File: src/hdl/reversible_gate_cnf_emitter_assert.svh
// assertion macros for the emitter datapath module
// both expect signals named clock and reset in the enclosing module
`ifndef REVERSIBLE_GATE_CNF_EMITTER_ASSERT_SVH
`define REVERSIBLE_GATE_CNF_EMITTER_ASSERT_SVH

`ifndef NO_ASSERTIONS
// same-cycle implication
`define RGCE_ASSERT_IMPL(label, ante, cons, msg) \
   label: assert property (@(posedge clock) disable iff (reset) (ante) |-> (cons)) \
      else $error(msg);
// next-cycle implication
`define RGCE_ASSERT_NEXT(label, ante, cons, msg) \
   label: assert property (@(posedge clock) disable iff (reset) (ante) |=> (cons)) \
      else $error(msg);
`else
`define RGCE_ASSERT_IMPL(label, ante, cons, msg)
`define RGCE_ASSERT_NEXT(label, ante, cons, msg)
`endif

`endif

File: src/hdl/rgce_pkg.sv
package rgce_pkg;

   localparam int LIT_W           = 32;
   localparam int TAIL_FIRST_WIRE = 78;
   localparam int MAX_RESULTS     = 64;

   // request function codes
   localparam logic [1:0] FUNC_START  = 2'd0;
   localparam logic [1:0] FUNC_GATE   = 2'd1;
   localparam logic [1:0] FUNC_FINISH = 2'd2;

   typedef enum logic [3:0] {
      ST_CLEAR,
      ST_IDLE,
      ST_UNIT_RD,
      ST_UNIT_EMIT,
      ST_GATE_RD_T,
      ST_GATE_RD_C1,
      ST_GATE_RD_C2,
      ST_GATE_EMIT,
      ST_ERR_EMIT
   } state_type;

   typedef enum logic [2:0] {
      RD_NONE,
      RD_UNIT,
      RD_TGT,
      RD_C1,
      RD_C2
   } rd_sel_type;

   typedef enum logic [1:0] {
      LD_NONE,
      LD_UNIT,
      LD_GATE,
      LD_ERR
   } load_type;

   typedef struct packed {
      logic       accept;
      logic       clear_wr;
      rd_sel_type rd_sel;
      logic       latch_a;
      logic       latch_b;
      logic       idx_inc;
      load_type   load;
      logic       commit;
   } cmd_type;

   typedef struct packed {
      logic gate_bad;
      logic out_free;
      logic clear_last;
      logic unit_last;
      logic gate_last;
   } sts_type;

endpackage

File: src/hdl/rgce_ctrl.sv
module rgce_ctrl
   import rgce_pkg::*;
(
   input  logic       clock,
   input  logic       reset,
   input  logic       req_valid,
   input  logic [1:0] req_func,
   output logic       req_stall,
   input  sts_type    sts,
   output cmd_type    cmd
);

   state_type state_ff;
   state_type state_in;

   always_comb begin
      state_in = state_ff;
      case (state_ff)
         ST_CLEAR: begin
            if (sts.clear_last) state_in = ST_IDLE;
         end
         ST_IDLE: begin
            if (req_valid) begin
               case (req_func)
                  FUNC_START, FUNC_FINISH: state_in = ST_UNIT_RD;
                  FUNC_GATE:   state_in = sts.gate_bad ? ST_ERR_EMIT : ST_GATE_RD_T;
                  default:     state_in = ST_IDLE;
               endcase
            end
         end
         ST_UNIT_RD:    state_in = ST_UNIT_EMIT;
         ST_UNIT_EMIT: begin
            if (sts.out_free) state_in = sts.unit_last ? ST_IDLE : ST_UNIT_RD;
         end
         ST_GATE_RD_T:  state_in = ST_GATE_RD_C1;
         ST_GATE_RD_C1: state_in = ST_GATE_RD_C2;
         ST_GATE_RD_C2: state_in = ST_GATE_EMIT;
         ST_GATE_EMIT: begin
            if (sts.out_free && sts.gate_last) state_in = ST_IDLE;
         end
         ST_ERR_EMIT: begin
            if (sts.out_free) state_in = ST_IDLE;
         end
         default:       state_in = ST_IDLE;
      endcase
   end

   always_comb begin
      cmd       = '0;
      cmd.rd_sel = RD_NONE;
      cmd.load   = LD_NONE;
      req_stall = 1'b1;
      case (state_ff)
         ST_CLEAR: begin
            cmd.clear_wr = 1'b1;
            cmd.idx_inc  = 1'b1;
         end
         ST_IDLE: begin
            req_stall  = 1'b0;
            cmd.accept = req_valid;
         end
         ST_UNIT_RD: cmd.rd_sel = RD_UNIT;
         ST_UNIT_EMIT: begin
            if (sts.out_free) begin
               cmd.load    = LD_UNIT;
               cmd.idx_inc = 1'b1;
            end
         end
         ST_GATE_RD_T: cmd.rd_sel = RD_TGT;
         ST_GATE_RD_C1: begin
            cmd.latch_a = 1'b1;
            cmd.rd_sel  = RD_C1;
         end
         ST_GATE_RD_C2: begin
            cmd.latch_b = 1'b1;
            cmd.rd_sel  = RD_C2;
         end
         ST_GATE_EMIT: begin
            if (sts.out_free) begin
               cmd.load    = LD_GATE;
               cmd.idx_inc = 1'b1;
               cmd.commit  = sts.gate_last;
            end
         end
         ST_ERR_EMIT: begin
            if (sts.out_free) cmd.load = LD_ERR;
         end
         default: begin
            req_stall = 1'b1;
         end
      endcase
   end

   always_ff @(posedge clock) begin
      if (reset) begin
         state_ff <= ST_CLEAR;
      end else begin
         state_ff <= state_in;
      end
   end

endmodule

File: config.mk
export PLATFORM = sky130hd
export DESIGN_NAME = rgce_ctrl
export DESIGN_NICKNAME = d
export VERILOG_FILES = /design/src/hdl/reversible_gate_cnf_emitter_assert.svh /design/src/hdl/rgce_pkg.sv /design/src/hdl/rgce_ctrl.sv
export SDC_FILE = /design/constraint.sdc
export NUM_CORES = 1
export LEC_CHECK = 0
export ABC_CLOCK_PERIOD_IN_PS = 1900
export BUFFER_PORTS_ARGS = -buffer_cell sky130_fd_sc_hd__buf_2
export CAP_MARGIN = 20
export CORE_AREA = 2 2 39 41
export CTS_CLUSTER_SIZE = 30
export DETAILED_ROUTE_END_ITERATION = 10
export DIE_AREA = 0 0 41 43
export HOLD_SLACK_MARGIN = 0.06
export PLACE_DENSITY = 0.66
export SYNTH_ARGS = -nofsm -noshare
export SYNTH_HDL_FRONTEND = slang
export SYNTH_SLANG_ARGS = --single-unit
File: constraint.sdc
create_clock -name clock -period 1.9 [get_ports clock]
set_input_delay 0 -clock clock [delete_from_list [all_inputs] [get_ports clock]]
set_output_delay 0 -clock clock [all_outputs]
set_load 0.005 [all_outputs]
== Word level (Yosys, flattened, before mapping) ==
Cells that the tools add are included.

* Register bits: 4
* Logic and storage cells: 42
* Output and inout port bits: 12

* Reduce and logical (&&, ||, !) cells: 5
* Mux-type cells: 21
* Equal/unequal tests: 15

{| class="wikitable"
|+ Operator list
! kind !! count
|-
| $pmux W4 S9 || 1
|-
| $mux W4 || 7
|-
| $eq A4 B3 Y1 const B || 4
|-
| $pmux W3 S4 || 1
|-
| $ne A2 B2 Y1 const B || 5
|-
| $eq A4 B2 Y1 const B || 2
|-
| $pmux W4 S2 || 1
|-
| $mux W1 || 6
|-
| $pmux W2 S3 || 1
|-
| $reduce_and A5 Y1 || 1
|-
| $eq A4 B1 Y1 const B || 1
|-
| $eq A4 B4 Y1 const B || 1
|-
| $logic_not A4 Y1 || 1
|-
| $mux W2 || 2
|-
| $mux W3 || 1
|-
| $pmux W1 S3 || 1
|-
| $eq A2 B1 Y1 const B || 1
|-
| $eq A2 B2 Y1 const B || 1
|-
| $logic_not A2 Y1 || 1
|-
| $reduce_or A2 Y1 || 1
|-
| $logic_and A1 B1 Y1 || 1
|}

== Depth between registers and ports, before layout ==
Gate-level depths: netlist (run 1).

* Word-level depth: 5
* Mapped depth: 6
* Gate-level depth less buffers: 4

== Worst setup path before layout (run 1) ==
Ideal clock, no wire load.

* Kind: flip-flop to flip-flop
* Start point: register state_ff[1]
* End point: register state_ff[2]
* Stages on the path, launching flop included: 5
* Setup slack: 0.378 ns
* Data required time: 1.779 ns
* Path buffers: 0
* Clock period less this slack: 1.522 ns
* Arrival time: 1.401 ns
* Cells stage by stage: dfxtp_1 nand2b_1 or3_1 o211ai_2 mux2_2

* Word-level cells in the longest chain between the ends: 3
* Elaborated cells on any way between the ends: 16
* Those cells by class: eq/ne (13); mux (1); reduce/logical (2)

{| class="wikitable"
|+ Ends and longest elaborated chain
! element !! line !! text
|-
| start: declaration || rgce_ctrl.sv:13 || <nowiki>state_type state_ff;</nowiki>
|-
| start signal: assignment || rgce_ctrl.sv:98 || <nowiki>state_ff <= state_in;</nowiki>
|-
| $eq A4 B3 Y1 (tied with other cells) || rgce_ctrl.sv:18 || <nowiki>case (state_ff)</nowiki>
|-
| $ne A2 B2 Y1 (no source line) || -- ||
|-
| $reduce_and A5 Y1 (no source line) || -- ||
|}

Parallel ways exist; a longest one is shown, timed or not.
A chain may end at the register's enable or synchronous reset.

== Worst setup path after layout (run 1) ==
* Start point: register state_ff[1]
* End point: register state_ff[3]

The elaborated chain is that of the path after synthesis.

==> flow_summary.toml, run 1 <==
[outcome]
status = "finished clean"

[power]
combPwrFrac = 0.331
power.internal_mw = 0.212
seq_power_share = 0.315
switching_share = 0.313
power.net_switching_mw = 0.0964
clkPwrFrac = 0.355
p_leak_nw = 0.270
ir_drop_mv = 0.233
powerDensity_nw_per_um2 = 528

[sta]
fin_setup_tns_ps = 0
rsz0062_at_grt = "false"
worst_pin_slew_ps = 352
fin_skew_ps = 1.75
fin_crit_ps = 1630
fin_ws_ps = 269
fin_crit_sh = 0.859
clock.fmax_mhz = 613
hold_viol = 0
slew_violations = 0
setup_viol = 0
slew_headroom = 0.763

[critical_path]
cp.arrival_ps = 1780
reg2reg_depth = 3
cp.depth = 3
rrSetupSlack_ps = 270
critPathLaunchType = "register"
crit_path_max_incr_delay_ps = 560
critPathBufInv = 0
crit_type = "reg2reg"
crit_path_top_delay_cell = "or4b_1"
reg2reg_to = "state_ff[3]"
path_delay_family = "simple AND/OR/NAND/NOR gates"
r2r-start = "state_ff[1]"
worstPathMaxFanout = 6
path_common_cell = "or4b_1"
path_cells = "or4b_1 > or4b_1 > o32ai_2"
cp-end-kind = "register"
cp.required_ps = 2050

[synth]
synthAdderAreaFrac = 0
synth_xor_area_frac = 0
syn_nets = 69
synth.distinct_cells = 32
synthMuxAreaShare = 0.0718
synth-compound-area-share = 0.253
synth_top_family_by_area = "simple AND/OR/NAND/NOR gates"
syn_inst = 59
yosysSeqAreaShare = 0.184
yosys_warnings = 0
ys_seq_elements = 4
syn_area_um2 = 435
synth_simple_gate_area_frac = 0.414
syn_avg_cell_area_um2 = 7.38

[placement]
port_buffers = 21
dp_slack_ps = 282
dp_hpwl_um = 843
finalWeightedCongestion = 0.857

[layout]
antenna_cells = 0
top_regs = "state_ff (4)"
multi_input_area_um2 = 322
area_delta_synth_final_pct = 33.9
seq_area_um2 = 80.1
largest_reg_flops = 4
largest-register = "state_ff"
nNetsFinal = 93
n_fill_cell = 149
drive_gt1_frac = 0.395

[drt]
via_count = 495
wire_per_inst_um = 11.4
viasPerCell = 5.10
postRouteAntennaNets = 0
wirelength_um = 1110
firstDrtPassIters = 3
route.detailed.drc = 0
drt_iter0_drc = 6

[global_routing]
antenna_found_initial = 0
grt_start_max_net_pins = 13
grt_pass1_vias = 405
grt_usage = 0.136
grt_pass1_wl_um = 1610
grt_overflow = 0

[clock_network]
cts_setup_buffers = 0
clk_latency_ps = 240
cts_tree = "yes"
cts_buffers = 3
root_buffer = "clkbuf_4"
cts.path.max_buffers = 2
clkTransAtPathRegs_ps = 40
cts_max_level = 1
cts-resized-gates = 0
cts_hold_buf = 0
clkSinkCount = 4

[die]
pin_count = 22
initial_core_util = 0.315
row_count = 14
dieArea_um2 = 1760
die_width_um = 41
core-area_um2 = 1380
die_h_um = 43

[min_path]
hold_start = "reset"
hold_path.class = "in2reg"
min_path_cells = 2
holdPathEnd = "state_ff[1]"

[flow_run]
cap_violations = 0
-- worst max path at each step --
stage	startpoint	to	slack [ps]
2_1_floorplan	state_ff[1]	state_ff[2]	380
3_3_place_gp	state_ff[0]	state_ff[3]	290
3_5_place_dp	state_ff[1]	state_ff[3]	280
4_1_cts	state_ff[1]	state_ff[3]	270
5_1_grt	state_ff[1]	state_ff[2]	230
6_report	state_ff[1]	state_ff[3]	270
-- per-stage QoR --
step,instance area [µm²],utilization,hold WS [ps],std cells,power [mW]
2_1_floorplan,435,-,73.7,59,0.161
3_3_place_gp,561,0.405,301,94,0.199
3_5_place_dp,561,0.405,301,94,0.200
4_1_cts,583,0.421,63.3,97,0.312
5_1_grt,583,0.421,85.9,97,0.330
6_report,583,0.421,72.7,97,0.308
-- power by group through the flow --
stage	combinational (mW)	sequential, mW	clock (mW)
after floorplan	0.0673	0.0938	0
after global placement	0.102	0.0979	0
after detailed placement	0.102	0.0981	0
after CTS	0.102	0.0967	0.113
after global routing	0.115	0.0980	0.117
final	0.102	0.0969	0.109
-- metal layers --
layer	share of wire	routed length (µm)	global-route usage
met3	0.054	60	0.0157
met2	0.44	485	0.203
met5	0	0	0
met1	0.49	542	0.167
met4	0.019	21	0.100
-- cell families after synthesis --
| family | count (synthesis) |
|---|---|
| compound gates | 14 |
| simple gates | 31 |
| flops | 4 |
| buf+inv | 7 |
| mux | 3 |
-- cells in the final DEF (no fill, tap or decap), drive strengths merged, types with 2 or more instances in the layout --
cell type / n
buf: 25
nor2: 7
nand2: 5
nor3: 4
dfxtp: 4
nand2b: 3
a21oi: 3
clkbuf: 3
o22ai: 2
mux2i: 2
or4b: 2
-- final cells by class --
cell class	instances	share of cell area
inverters	1	0.00644
well taps	16	0.0343
multi-input cells	48	0.552
repair buffers	25	0.232
flip-flops and latches	4	0.137
clock buffers	3	0.0386
-- cell usage after synthesis --
cell type,count,area [µm²]
mux2i_1,2,20.0
clkbuf_1,4,15.0
mux2_2,1,11.3
nor2_1,7,26.3
a2bb2oi_1,1,8.76
dfxtp_1,4,80.1
nand2_1,5,18.8
or3_1,1,6.26
o22ai_1,2,12.5
and3b_1,1,8.76
nor3_1,4,20.0
a21boi_0,1,7.51
buf_4,2,15.0
nand2b_1,3,18.8
a31oi_1,1,6.26
nor3b_1,1,7.51
nor2b_1,1,6.26
o32ai_2,1,16.3
or4b_1,2,20.0
inv_1,1,3.75
a21oi_1,3,15.0
nor4_1,1,6.26
o311ai_0,1,8.76
and3_1,1,6.26
o21ai_0,1,5.00
nor4bb_1,1,10.0
o211ai_2,1,12.5
or3b_2,1,8.76
a211o_1,1,8.76
o31a_1,1,8.76
nand4b_1,1,8.76
or4_1,1,7.51
(Power assumes the default switching activity.)
==> inputs of run 2 (changes only) <==
- ABC_CLOCK_PERIOD_IN_PS: 1900 -> 2050
- clock period: 1.9 -> 2.05 ns (I/O delays scaled with it)
==> run 2 against run 1 <==
  * Hold slack better by 7.1 ps
  * Global-route usage is 0.39 points higher
  * Critical path type unchanged
  * Routed wire length is 2.6% lower
  * Highest routed layer unchanged
==> flow_summary.toml, run 2 (synthesis gave the netlist of run 1 again) <==
[critical_path]
worstPathMaxFanout = 16
cp-end-kind = "register"
path_cells = "nand2b_1 > or3_1 > o211ai_2 > mux2_2"
critPathLaunchType = "register"
critPathBufInv = 0
cp.arrival_ps = 1880
crit_path_max_incr_delay_ps = 430
cp.required_ps = 2170
crit_type = "reg2reg"
crit_path_top_delay_cell = "dfxtp_1"
path_delay_family = "simple AND/OR/NAND/NOR gates"

[placement]
dp_slack_ps = 316
port_buffers = 21
place_inst = 93
finalWeightedCongestion = 0.823
placement.cell_area_um2 = 553
dp_hpwl_um = 823

[clock_network]
clkSinkCount = 4
cts-resized-gates = 0
clk_latency_ps = 250
cts_buffers = 3
cts.path.max_buffers = 2
cts_max_level = 1
clkTransAtPathRegs_ps = 40
cts_tree = "yes"
root_buffer = "clkbuf_4"
cts_setup_buffers = 0

[global_routing]
grt_overflow = 0
antenna_found_initial = 0
grt_pass1_vias = 389
grt_usage = 0.139
grt_start_max_net_pins = 17
grt_pass1_wl_um = 1560

[sta]
setup_viol = 0
fin_skew_ps = 7.84
fin_setup_tns_ps = 0
fin_crit_ps = 1760
fin_crit_sh = 0.858
worst_pin_slew_ps = 436
rsz0062_at_grt = "false"
clock.fmax_mhz = 569
fin_ws_ps = 291
slew_violations = 0
hold_viol = 0
slew_headroom = 0.709

[min_path]
hold_path.class = "in2reg"

[layout]
n_fill_cell = 150
final_cell_mix = "buf_2 (21), nor2_1 (7), nand2_1 (5)"
antenna_cells = 0
finish.utilization = 0.423
layout_commonest_cell = "buf_2"
top_regs = "state_ff (4)"
drive_gt1_frac = 0.383
area_delta_synth_final_pct = 34.5
largest_reg_flops = 4
layoutNonFillerInstCount = 97
stdcell_area_um2 = 586
nNetsFinal = 93
largest-register = "state_ff"

[drt]
wire_per_inst_um = 11.1
route.detailed.drc = 0
wirelength_um = 1080
viasPerCell = 5.25
firstDrtPassIters = 4
drt_iter0_drc = 7
postRouteAntennaNets = 0
via_count = 509

[die]
pin_count = 22
row_count = 14
die_h_um = 43
dieArea_um2 = 1760
initial_core_util = 0.315
core-area_um2 = 1380
die_width_um = 41

[power]
powerDensity_nw_per_um2 = 488
p_leak_nw = 0.269
ir_drop_mv = 0.214

[outcome]
status = "finished clean"

[flow_run]
cap_violations = 0
==> run 2: cell types whose count changed in the layout (fill, tap and decap cells not counted), sizes merged <==
cell and delta:
dlygate4sd3 +1, buf -1
==> run 2: path summary, 6_finish.rpt <==
check,cells past startpoint,from,end,slack [ps]
hold reg to reg,1,state_ff[3],state_ff[0],610
setup reg to reg,4,state_ff[1],state_ff[2],290
hold / removal,2,sts[3],state_ff[3],80
setup / recovery,4,state_ff[1],state_ff[2],290
==> run 2: routing by layer <==
| metal | part of all wire | up-vias | routed length, µm | track usage |
|---|---|---|---|---|
| li1 | - | 267 | - | - |
| met1 | 0.46 | 220 | 499 | 0.167 |
| met2 | 0.43 | 18 | 468 | 0.188 |
| met3 | 0.064 | 4 | 69 | 0.0314 |
| met4 | 0.040 | 0 | 43 | 0.140 |
| met5 | 0 | - | 0 | 0 |
==> run 2: repair_timing <==
item / CTS / global route
setup endpoints to repair: 0 / 0
hold endpoints to repair: 2 / 0
hold buffers: 1 / 0
==> run 2: power by group <==
part	total, mW	internal (mW)	switching (mW)
clock network	0.103	0.0658	0.0368
registers	0.0957	0.0829	0.0129
logic	0.0874	0.0472	0.0402
==> run 2: layout make-up <==
| type | instances | area, µm² | share of cell area |
|---|---|---|---|
| clock buffers | 3 | 22.5 | 0.0385 |
| inverters | 1 | 3.75 | 0.00641 |
| multi-input cells | 48 | 322 | 0.549 |
| flip-flops and latches | 4 | 80.1 | 0.137 |
| well taps | 16 | 20.0 | 0.0342 |
| repair buffers | 25 | 138 | 0.235 |
==> run 2: worst reg2reg max path, cell delays in order (launching register included) <==
cell and delay, ps:
dfxtp_1 430, nand2b_1 220, or3_1 380, o211ai_2 250, mux2_2 360
==> run 2: stage by stage <==
| step | hold WS (ps) | total power [mW] |
|---|---|---|
| after CTS | 78.3 | 0.290 |
| after global routing | 85.2 | 0.310 |
| after floorplan | 73.7 | 0.149 |
| after detailed placement | 300 | 0.184 |
| after global placement | 295 | 0.182 |
| final | 79.8 | 0.286 |
