`config.mk`:
```
export PLATFORM = sky130hd
export DESIGN_NAME = rgce_datapath
export DESIGN_NICKNAME = d
export VERILOG_FILES = /design/src/hdl/rgce_pkg.sv /design/src/hdl/rgce_ram.sv /design/src/hdl/rgce_datapath.sv
export VERILOG_INCLUDE_DIRS = /design/src /design/src/hdl
export SDC_FILE = /design/constraint.sdc
export NUM_CORES = 2
export LEC_CHECK = 0
export BUFFER_PORTS_ARGS = -buffer_cell sky130_fd_sc_hd__buf_4
export CORE_UTILIZATION = 50
export DETAILED_ROUTE_END_ITERATION = 10
export PLACE_DENSITY = 0.76
export SLEW_MARGIN = 5
export SYNTH_ARGS = -nofsm -noshare
export SYNTH_HDL_FRONTEND = slang
export SYNTH_SLANG_ARGS = --single-unit
```
`constraint.sdc`:
```
create_clock -name clock -period 10.6 [get_ports clock]
set_clock_uncertainty 0.2 [all_clocks]
set_input_delay 0.53 -clock clock [delete_from_list [all_inputs] [get_ports clock]]
set_output_delay 0.53 -clock clock [all_outputs]
set_load 0.005 [all_outputs]
```
`src/hdl/reversible_gate_cnf_emitter_assert.svh`:
```
// assertion macros for the emitter datapath module
// both expect signals named clock and reset in the enclosing module
`ifndef REVERSIBLE_GATE_CNF_EMITTER_ASSERT_SVH
`define REVERSIBLE_GATE_CNF_EMITTER_ASSERT_SVH

`ifndef NO_ASSERTIONS
// same-cycle implication
`define RGCE_ASSERT_IMPL(label, ante, cons, msg) \
   label: assert property (@(posedge clock) disable iff (reset) (ante) |-> (cons)) \
      else $error(msg);
// next-cycle implication
`define RGCE_ASSERT_NEXT(label, ante, cons, msg) \
   label: assert property (@(posedge clock) disable iff (reset) (ante) |=> (cons)) \
      else $error(msg);
`else
`define RGCE_ASSERT_IMPL(label, ante, cons, msg)
`define RGCE_ASSERT_NEXT(label, ante, cons, msg)
`endif

`endif

```
`src/hdl/rgce_pkg.sv`:
```
package rgce_pkg;

   localparam int LIT_W           = 32;
   localparam int TAIL_FIRST_WIRE = 78;
   localparam int MAX_RESULTS     = 64;

   // request function codes
   localparam logic [1:0] FUNC_START  = 2'd0;
   localparam logic [1:0] FUNC_GATE   = 2'd1;
   localparam logic [1:0] FUNC_FINISH = 2'd2;

   typedef enum logic [3:0] {
      ST_CLEAR,
      ST_IDLE,
      ST_UNIT_RD,
      ST_UNIT_EMIT,
      ST_GATE_RD_T,
      ST_GATE_RD_C1,
      ST_GATE_RD_C2,
      ST_GATE_EMIT,
      ST_ERR_EMIT
   } state_type;

   typedef enum logic [2:0] {
      RD_NONE,
      RD_UNIT,
      RD_TGT,
      RD_C1,
      RD_C2
   } rd_sel_type;

   typedef enum logic [1:0] {
      LD_NONE,
      LD_UNIT,
      LD_GATE,
      LD_ERR
   } load_type;

   typedef struct packed {
      logic       accept;
      logic       clear_wr;
      rd_sel_type rd_sel;
      logic       latch_a;
      logic       latch_b;
      logic       idx_inc;
      load_type   load;
      logic       commit;
   } cmd_type;

   typedef struct packed {
      logic gate_bad;
      logic out_free;
      logic clear_last;
      logic unit_last;
      logic gate_last;
   } sts_type;

endpackage

```
`src/hdl/rgce_ram.sv`:
```
module rgce_ram #(
   parameter int WIDTH = 32,
   parameter int DEPTH = 128
) (
   input  logic                     clock,
   input  logic                     wr_en,
   input  logic [$clog2(DEPTH)-1:0] wr_addr,
   input  logic [WIDTH-1:0]         wr_data,
   input  logic                     rd_en,
   input  logic [$clog2(DEPTH)-1:0] rd_addr,
   output logic [WIDTH-1:0]         rd_data
);

   logic [WIDTH-1:0] mem_ff [DEPTH];
   logic [WIDTH-1:0] rd_data_ff;

   always_ff @(posedge clock) begin
      if (wr_en) begin
         mem_ff[wr_addr] <= wr_data;
      end
      if (rd_en) begin
         rd_data_ff <= mem_ff[rd_addr];
      end
   end

   assign rd_data = rd_data_ff;

endmodule

```
`src/hdl/rgce_datapath.sv`:
```
`include "reversible_gate_cnf_emitter_assert.svh"

module rgce_datapath
   import rgce_pkg::*;
#(
   parameter int NUM_WIRES     = 128,
   parameter int ASSERTED_BITS = 64,
   parameter int VAR_WIDTH     = 32
) (
   input  logic                    clock,
   input  logic                    reset,
   input  cmd_type                 cmd,
   output sts_type                 sts,
   input  logic [1:0]              req_func,
   input  logic [7:0]              req_target_wire,
   input  logic [7:0]              req_control_one,
   input  logic [7:0]              req_control_two,
   output logic                    rsp_valid,
   input  logic                    rsp_stall,
   output logic signed [LIT_W-1:0] rsp_lit_first,
   output logic signed [LIT_W-1:0] rsp_lit_second,
   output logic signed [LIT_W-1:0] rsp_lit_third,
   output logic signed [LIT_W-1:0] rsp_lit_fourth,
   output logic [2:0]              rsp_lit_count,
   output logic                    rsp_error_flag,
   output logic                    rsp_last,
   input  logic                    csr_psel,
   input  logic                    csr_penable,
   input  logic                    csr_pwrite,
   input  logic [2:0]              csr_paddr,
   input  logic [63:0]             csr_pwdata,
   output logic [63:0]             csr_prdata,
   output logic                    csr_pready
);

   localparam int WIRE_W   = $clog2(NUM_WIRES);
   localparam int CMP_W    = (WIRE_W + 1 > 8) ? WIRE_W + 1 : 8;
   localparam int NV_W     = (VAR_WIDTH > 32) ? 32 : VAR_WIDTH;
   localparam int LIM_BITS = (VAR_WIDTH > 32) ? 31 : VAR_WIDTH - 1;
   localparam logic [NV_W-1:0] VAR_LIMIT = NV_W'((64'd1 << LIM_BITS) - 64'd1);
   localparam int TAIL_COUNT = (NUM_WIRES - TAIL_FIRST_WIRE > MAX_RESULTS) ?
                               MAX_RESULTS : NUM_WIRES - TAIL_FIRST_WIRE;
   localparam logic [2:0] CSR_TARGET_ADDR = 3'd0;
   localparam logic [2:0] GATE_LAST_IDX   = 3'd5;

   function automatic logic signed [LIT_W-1:0] make_lit(input logic [NV_W-1:0] v,
                                                       input logic neg);
      logic [LIT_W-1:0] x;
      x = LIT_W'(v);
      return neg ? -x : x;
   endfunction

   // bit j set: literal j of the gate clause is negated
   function automatic logic [3:0] gate_neg(input logic [2:0] k);
      logic [3:0] r;
      case (k)
         3'd0:    r = 4'b0111;
         3'd1:    r = 4'b0101;
         3'd2:    r = 4'b0010;
         3'd3:    r = 4'b0000;
         3'd4:    r = 4'b0101;
         3'd5:    r = 4'b1100;
         default: r = 4'b0000;
      endcase
      return r;
   endfunction

   logic [63:0]       target_ff, target_in;
   logic [WIRE_W-1:0] idx_ff, idx_in;
   logic [WIRE_W-1:0] ta_ff, c1_ff, c2_ff;
   logic              tail_ff;
   logic [NV_W-1:0]   a_ff, b_ff;
   logic [NV_W-1:0]   nv_ff, nv_in;

   logic                    rsp_valid_ff, rsp_valid_in;
   logic signed [LIT_W-1:0] lit1_ff, lit1_in, lit2_ff, lit2_in;
   logic signed [LIT_W-1:0] lit3_ff, lit3_in, lit4_ff, lit4_in;
   logic [2:0]              count_ff, count_in;
   logic                    error_ff, error_in;
   logic                    last_ff, last_in;

   logic              ram_we, ram_re;
   logic [WIRE_W-1:0] ram_waddr, ram_raddr;
   logic [NV_W-1:0]   ram_wdata, ram_rdata;

   logic       csr_wr;
   logic       out_free;
   logic       nv_exhausted;
   logic [2:0] gk;
   logic [3:0] gneg;
   logic [NV_W-1:0] g_v1, g_v2;

   assign csr_pready = 1'b1;
   assign csr_wr     = csr_psel && csr_penable && csr_pwrite && csr_paddr == CSR_TARGET_ADDR;
   assign csr_prdata = (csr_paddr == CSR_TARGET_ADDR) ? target_ff : 64'd0;
   assign target_in  = csr_wr ? csr_pwdata : target_ff;

   assign out_free     = !rsp_valid_ff || !rsp_stall;
   assign nv_exhausted = nv_ff > VAR_LIMIT;

   always_comb begin
      sts.out_free   = out_free;
      sts.clear_last = idx_ff == WIRE_W'(NUM_WIRES - 1);
      sts.unit_last  = tail_ff ? (idx_ff == WIRE_W'(TAIL_COUNT - 1))
                               : (idx_ff == WIRE_W'(ASSERTED_BITS - 1));
      sts.gate_last  = idx_ff[2:0] == GATE_LAST_IDX;
      sts.gate_bad   = (CMP_W'(req_target_wire) >= CMP_W'(NUM_WIRES)) ||
                       (CMP_W'(req_control_one) >= CMP_W'(NUM_WIRES)) ||
                       (CMP_W'(req_control_two) >= CMP_W'(NUM_WIRES)) ||
                       nv_exhausted;
   end

   // map memory: clearing pass or target remap on write, one read per cycle
   always_comb begin
      ram_we    = cmd.clear_wr || cmd.commit;
      ram_waddr = cmd.clear_wr ? idx_ff : ta_ff;
      ram_wdata = cmd.clear_wr ? NV_W'(idx_ff) + NV_W'(1) : nv_ff;
      ram_re    = cmd.rd_sel != RD_NONE;
      case (cmd.rd_sel)
         RD_UNIT: ram_raddr = tail_ff ? WIRE_W'(TAIL_FIRST_WIRE) + idx_ff : idx_ff;
         RD_TGT:  ram_raddr = ta_ff;
         RD_C1:   ram_raddr = c1_ff;
         RD_C2:   ram_raddr = c2_ff;
         default: ram_raddr = idx_ff;
      endcase
   end

   rgce_ram #(
      .WIDTH (NV_W),
      .DEPTH (NUM_WIRES)
   ) u_map (
      .clock   (clock),
      .wr_en   (ram_we),
      .wr_addr (ram_waddr),
      .wr_data (ram_wdata),
      .rd_en   (ram_re),
      .rd_addr (ram_raddr),
      .rd_data (ram_rdata)
   );

   always_comb begin
      idx_in = idx_ff;
      if (cmd.accept)       idx_in = '0;
      else if (cmd.idx_inc) idx_in = idx_ff + WIRE_W'(1);
      nv_in = cmd.commit ? nv_ff + NV_W'(1) : nv_ff;
   end

   // gate clause literals, the second control's variable read straight from the map output
   assign gk   = idx_ff[2:0];
   assign gneg = gate_neg(gk);
   assign g_v1 = (gk inside {3'd1, 3'd3}) ? ram_rdata : b_ff;
   assign g_v2 = (gk inside {3'd4, 3'd5}) ? ram_rdata : nv_ff;

   always_comb begin
      rsp_valid_in = rsp_valid_ff && rsp_stall;
      lit1_in  = lit1_ff;
      lit2_in  = lit2_ff;
      lit3_in  = lit3_ff;
      lit4_in  = lit4_ff;
      count_in = count_ff;
      error_in = error_ff;
      last_in  = last_ff;
      case (cmd.load)
         LD_UNIT: begin
            rsp_valid_in = 1'b1;
            lit1_in  = make_lit(ram_rdata, tail_ff || !target_ff[idx_ff[5:0]]);
            lit2_in  = '0;
            lit3_in  = '0;
            lit4_in  = '0;
            count_in = 3'd1;
            error_in = 1'b0;
            last_in  = sts.unit_last;
         end
         LD_GATE: begin
            rsp_valid_in = 1'b1;
            lit1_in  = make_lit(a_ff, gneg[0]);
            lit2_in  = make_lit(g_v1, gneg[1]);
            lit3_in  = make_lit(g_v2, gneg[2]);
            lit4_in  = (gk >= 3'd4) ? make_lit(nv_ff, gneg[3]) : '0;
            count_in = (gk >= 3'd4) ? 3'd4 : 3'd3;
            error_in = 1'b0;
            last_in  = sts.gate_last;
         end
         LD_ERR: begin
            rsp_valid_in = 1'b1;
            lit1_in  = '0;
            lit2_in  = '0;
            lit3_in  = '0;
            lit4_in  = '0;
            count_in = 3'd0;
            error_in = 1'b1;
            last_in  = 1'b1;
         end
         default: begin
            rsp_valid_in = rsp_valid_ff && rsp_stall;
         end
      endcase
   end

   always_ff @(posedge clock) begin
      if (reset) begin
         target_ff    <= '0;
         idx_ff       <= '0;
         nv_ff        <= NV_W'(NUM_WIRES + 1);
         rsp_valid_ff <= 1'b0;
      end else begin
         target_ff    <= target_in;
         idx_ff       <= idx_in;
         nv_ff        <= nv_in;
         rsp_valid_ff <= rsp_valid_in;
      end
   end

   always_ff @(posedge clock) begin
      if (cmd.accept) begin
         ta_ff   <= WIRE_W'(req_target_wire);
         c1_ff   <= WIRE_W'(req_control_one);
         c2_ff   <= WIRE_W'(req_control_two);
         tail_ff <= req_func == FUNC_FINISH;
      end
      if (cmd.latch_a) a_ff <= ram_rdata;
      if (cmd.latch_b) b_ff <= ram_rdata;
      lit1_ff  <= lit1_in;
      lit2_ff  <= lit2_in;
      lit3_ff  <= lit3_in;
      lit4_ff  <= lit4_in;
      count_ff <= count_in;
      error_ff <= error_in;
      last_ff  <= last_in;
   end

   assign rsp_valid      = rsp_valid_ff;
   assign rsp_lit_first  = lit1_ff;
   assign rsp_lit_second = lit2_ff;
   assign rsp_lit_third  = lit3_ff;
   assign rsp_lit_fourth = lit4_ff;
   assign rsp_lit_count  = count_ff;
   assign rsp_error_flag = error_ff;
   assign rsp_last       = last_ff;

   `RGCE_ASSERT_IMPL(a_load_free, cmd.load != LD_NONE, out_free, "clause loaded over a held word")
   `RGCE_ASSERT_NEXT(a_nv_step, cmd.commit, nv_ff == $past(nv_ff) + NV_W'(1), "variable not advanced")
   `RGCE_ASSERT_IMPL(a_commit_room, cmd.commit, !nv_exhausted, "remap with variables exhausted")
   `RGCE_ASSERT_IMPL(a_err_form, rsp_valid_ff && count_ff == 3'd0, error_ff && last_ff, "empty clause not an error word")

endmodule

```
* After elaboration in Yosys (flattened, before gate mapping)
Memory sizes are Yosys's and may differ from the RTL's. A register that Yosys moved wholly into a read port is not among the register bits.
Index checks and enable logic that the tools add are counted.
** Word-level totals
- Word-level logic and storage cells :: 103
- Memory bits (writable) :: 4096
- Memories kept :: 1
- Flip-flop bits (word level) :: 323
- Output and inout port bits :: 204
** Cells by class
- $lt $le $gt $ge :: 6
- Mux-type cells :: 28
- $add $sub $neg :: 9
- Reduce and logical (&&, ||, !) cells :: 26
- Equal/unequal tests :: 16
** Memories
- u_map.mem_ff :: depth 128, width 32, rd ports 1, clocked after memory_dff 1, wr ports 1, line rgce_ram.sv:14 : logic [WIDTH-1:0] mem_ff [DEPTH];
** Operator list (count)
- two-way mux 32 bit :: 9
- one-hot mux 32 bit (2 select lines) :: 3
- negation 32 bit :: 5
- one-hot mux 32 bit (3 select lines) :: 1
- two-way mux 64 bit :: 1
- adder 32 x 1 -> 32 bit (second input constant) :: 1
- > comparator 32 x 31 -> 1 bit (second input constant) :: 1
- one-hot mux 7 bit (4 select lines) :: 1
- >= comparator 8 bit (second input constant) :: 3
- one-hot mux 4 bit (4 select lines) :: 1
- equality test 7 x 6 -> 1 bit (second input constant) :: 2
- two-way mux 7 bit :: 2
- equality test 3 x 2 -> 1 bit (second input constant) :: 4
- equality test 3 bit (second input constant) :: 3
- one-hot mux 3 bit (3 select lines) :: 1
- adder 7 x 1 -> 8 bit (second input constant) :: 1
- nonzero test 2 bit :: 4
- OR reduction 2 bit :: 4
- adder 7 x 1 -> 7 bit (second input constant) :: 1
- adder 7 bit (first input constant) :: 1
- equality test 7 bit (second input constant) :: 1
- less-than comparator 6 x 7 -> 1 bit (second input constant) :: 1
- binary-select mux 1 bit (select 6 bit) :: 1
- equality test 2 bit (second input constant) :: 3
- 13 further kinds :: 30

* Logic depth before layout (Yosys ltp)
- Depth in word-level cells :: 6
- Mapped depth :: 19
- Mapped depth without buffers :: 14

* By module
A second synthesis with hierarchy kept.
** Second synthesis, totals
- Cells, all modules :: 7903
- Area total of the unflattened synthesis :: 174775.1 sq um
** Modules (own cells, without submodules)
- rgce_ram :: area each 156596.4 sq um, instances 1, cells an instance 5990
- rgce_datapath :: area each 18178.7 sq um, instances 1, cells an instance 1913

* Worst setup path after synthesis
Ideal clock, no wire load.
- Kind :: reg2reg
- Start point :: register idx_ff[0]
- End point :: memory u_map.mem_ff[0][7], data pin
- Data arrival time :: 6.965 ns
- Library setup time :: 1.240 ns
- Path slack :: 2.195 ns
- Path buffers :: 5
- Stages on the path, launching flop included :: 8
- Data required time :: 9.160 ns
- Path through :: dfxtp_1 > buf_4 > buf_6 > buf_4 > buf_1 > clkbuf_1 > nand3_1 > o32ai_1
** On the way
- Longest elaborated chain between the ends :: 2
** Ends and longest elaborated chain
- start: declaration :: line rgce_datapath.sv:69 : logic [WIRE_W-1:0] idx_ff, idx_in;
- start signal: assignment :: line rgce_datapath.sv:208 : idx_ff <= idx_in;
- adder 7 x 1 -> 8 bit :: line rgce_datapath.sv:117 : ram_wdata = cmd.clear_wr ? NV_W'(idx_ff) + NV_W'(1) : nv_ff;
- two-way mux 32 bit :: line rgce_datapath.sv:117
- net ram_wdata[7] :: line rgce_datapath.sv:84 : logic [NV_W-1:0] ram_wdata, ram_rdata;
- end: declaration :: line rgce_ram.sv:14
The timed path passes the listed nets, and every way through them passes these cells.

* Worst setup path after layout
- Start point :: register c2_ff[0]
- End point :: register u_map.rd_data_ff[16] (netlist: u_map.rd_data[16]), read port of u_map.mem_ff, data pin
** On the way
- Longest elaborated chain between the ends :: 1
** Ends and longest elaborated chain
- start: declaration :: line rgce_datapath.sv:70 : logic [WIRE_W-1:0] ta_ff, c1_ff, c2_ff;
- start signal: assignment :: line rgce_datapath.sv:218 : c2_ff <= WIRE_W'(req_control_two);
- one-hot mux 7 bit (4 select lines) :: line rgce_datapath.sv:119 : case (cmd.rd_sel)
- end: declaration :: line rgce_ram.sv:15 : logic [WIDTH-1:0] rd_data_ff;
Every way passes these cells.
A chain may end at the register's enable or synchronous reset.

==> run_results.csv <==
group,metric,value,unit
clock_network,cts_hold_buf,101,
clock_network,cts.sinks,4451,
worst_setup_path,r2r_cells,11,
timing,fmax,0.155,GHz
worst_setup_path,reg2reg_slack,4.15,ns
yosys,synth-seq-area-share,0.738,
clock_network,post_cts_buffers,0,
worst_setup_path,cp.required,11.27,ns
timing,relSlewSlack,-0.0252,
place,post-dp-hpwl,302000,um
yosys,synth-edff-count,4347,
worst_setup_path,r2r-end,"u_map.rd_data[16]",
floorplan,die_w,601,um
yosys,synthFlopType,"edfxtp_1",
global_routing,grt_pass1_wl,774000,um
yosys,syn-cell-area,180000,um^2
global_routing,groute.usage.overall,0.292,
place,placed_cells,17900,
timing,timing.final.ws_setup,4.15,ns
global_routing,grt_pass1_vias,113000,
yosys,async_flop_share,0,
power,ir_worst_vdd,0.152,mV
final_layout,largest_reg_flops,4096,
floorplan,die_area,362000,um^2
final_layout,final_cell_mix,"4,347 x edfxtp_1, 3,553 x nand2_1, 1,511 x nand3_1",
route,routed_wirelength,543000,um
yosys,syn_nets,13500,
yosys,synth_cell_types,100,
final_layout,final_common_cell,"edfxtp_1",
timing,hold_violations,0,
yosys,synthCells,13300,
clock_network,path_clk_slew,0.07,ns
min_path,hold_end,"c1_ff[1]",
route,wl_per_cell,28.9,um
final_layout,layout.cells.non_filler,18800,
power,power.density,189,nW/um^2
timing,layout_min_cycle_time,6.45,ns
timing,tns,0,ns
timing,rsz0062_at_grt,"false",
final_layout,biggestRegsByFlops,"u_map.mem_ff (4096), target_ff (64)",
route,drc,0,
worst_setup_path,end_kind,"flop",
clock_network,htreeDepth,5,
worst_setup_path,crit_arrival,7.12,ns
power,p_leak,0.0688,uW
timing,finalSetupViolations,0,
clock_network,clk-insertion-delay-late,1.05,ns
clock_network,cts_tree,"done",
job,max_cap_violations,1,
min_path,min_path_cells,2,
timing,finalCritPeriodShare,0.609,
clock_network,clock_path_buffers,4,
worst_setup_path,worstSetupPathType,"reg -> reg",
route,avgViaCountPerCell,6.35,
route,vias,119000,
global_routing,grt_start_max_net_pins,165,
yosys,syn_avg_cell_area,13.5,um^2
route,first_iter_violations,20300,
floorplan,ios,314,
route,drtAntennaViolNets,0,
place,dpl_worst_slack,3.79,ns
worst_setup_path,crit_fanout,140,
timing,drv_slew,2,
status,violations,"capacitance limit, slew limit",
global_routing,grt_overflow,0,
final_layout,drive_gt1_frac,0.120,
clock_network,cts_buffers,420,
place,gp_congestion,0.937,
route,dr.pass1.iters,9,
clock_network,clockRootBuffer,"clkbuf_16",
floorplan,core,357000,um^2
final_layout,regMostFlops,"u_map.mem_ff",
yosys,yosys_warnings,0,
timing,tightest_slew,1.53,ns
floorplan,die_h,601,um
place,numPortBuffers,312,
floorplan,start_util,0.504,
yosys,synth-seq-cells,4451,
min_path,holdCritPathClass,"in -> reg",
floorplan,row_count,219,
worst_setup_path,rr_startpoint,"c2_ff[0]",
global_routing,antenna_found_initial,28,
worst_setup_path,startpoint_type,"flop",
min_path,hold_start,"req_control_one[1]",
final_layout,area_delta_synth_final,13.1,%
clock_network,ctsResizeCount,0,
status,status,"finished, violations left",
final_layout,final_nets,13800,
==> metal layers <==
| metal | vias to the layer above | GRT usage | part of all wire |
|---|---|---|---|
| met5 | - | 0 | 0.00020 |
| met4 | 16 | 0.173 | 0.069 |
| met3 | 1647 | 0.0759 | 0.15 |
| met2 | 9671 | 0.447 | 0.45 |
| met1 | 58200 | 0.377 | 0.34 |
| li1 | 49700 | - | - |
==> synthesized netlist by cell type (all sizes together), types with 12 or more instances <==
cell	instances	share of area
a2111o	12	0.00075
a211oi	57	0.0024
a21oi	384	0.011
a22oi	12	0.00050
a311oi	42	0.0020
a31oi	88	0.0032
a32o	23	0.0013
a32oi	91	0.0044
a41oi	19	0.00093
and2	76	0.0026
and3	65	0.0023
and4	12	0.00058
buf	482	0.015
clkbuf	377	0.0079
dfxtp	104	0.012
edfxtp	4347	0.73
inv	43	0.00090
mux2i	358	0.020
mux4	160	0.020
nand2	3556	0.074
nand2b	16	0.00056
nand3	1520	0.042
nand4	125	0.0044
nor2	483	0.010
nor2b	31	0.0011
nor3	98	0.0030
nor4	25	0.00087
o211ai	17	0.00081
o21ai	223	0.0062
o221a	14	0.00088
o221ai	12	0.00068
o22ai	89	0.0031
o31a	12	0.00058
o31ai	51	0.0021
or3	33	0.0011
xnor2	52	0.0025
xor2	120	0.0058
==> final cells by class <==
class / instances / area (um^2)
Antenna cell: 8 / 20.0
Clock buffer: 514 / 10900
Clock inverter: 261 / 2790
Fill cell: 26400 / 154000
Inverter: 44 / 168
Multi-Input combinational cell: 7984 / 44400
Sequential cell: 4451 / 133000
Tap cell: 4751 / 5940
Timing Repair Buffer: 763 / 6310
==> critical path, cell delays in order (launching register included) <==
cell and delay (ns):
edfxtp_1 0.44, and4bb_2 0.27, a31oi_2 0.76, and3_4 0.81, buf_12 0.55, buf_12 0.56
nand2_1 0.12, and3_1 0.20, a311oi_1 0.35, o21ai_0 0.30, a31oi_1 1.18, a2111o_1 0.16
==> power by group <==
part	switching, uW	internal, uW
Sequential	313	19400
Clock	6610	8600
Combinational	2480	1050
==> cells by family (layout without fill, tap and decap cells) <==
family | after synthesis | in the layout | synth area share
compound gates | 1202 | 1202 | 0.0438
xor+xnor | 172 | 172 | 0.00838
fa+ha+maj | 11 | 11 | 0.000766
buf+inv | 903 | 1582 | 0.0236
flops | 4451 | 4451 | 0.738
mux | 521 | 521 | 0.0402
other cells | 1 | 9 | 0.0000209
simple gates | 6077 | 6077 | 0.145
==> worst max-delay path by stage <==
stage	to	from	cells past startpoint
floorplan	u_map.mem_ff[0][7]	idx_ff[0]	7
global placement	u_map.rd_data[2]	cmd[7]	12
detailed placement	u_map.rd_data[2]	cmd[7]	12
CTS	u_map.rd_data[2]	c2_ff[0]	11
global route	u_map.rd_data[16]	c2_ff[0]	11
finish	u_map.rd_data[16]	c2_ff[0]	11
==> metrics by stage <==
step	hold slack [ns]	total power [uW]	cell area [um^2]	utilization
floorplan	0.239	22000	180000	-
global placement	0.251	23400	188000	0.528
detailed placement	0.256	23400	188000	0.528
CTS	0.0422	38300	203000	0.569
global route	0.0608	39200	203000	0.569
finish	0.0502	38400	203000	0.570
No activity file was read; power rests on OpenSTA's default activity.
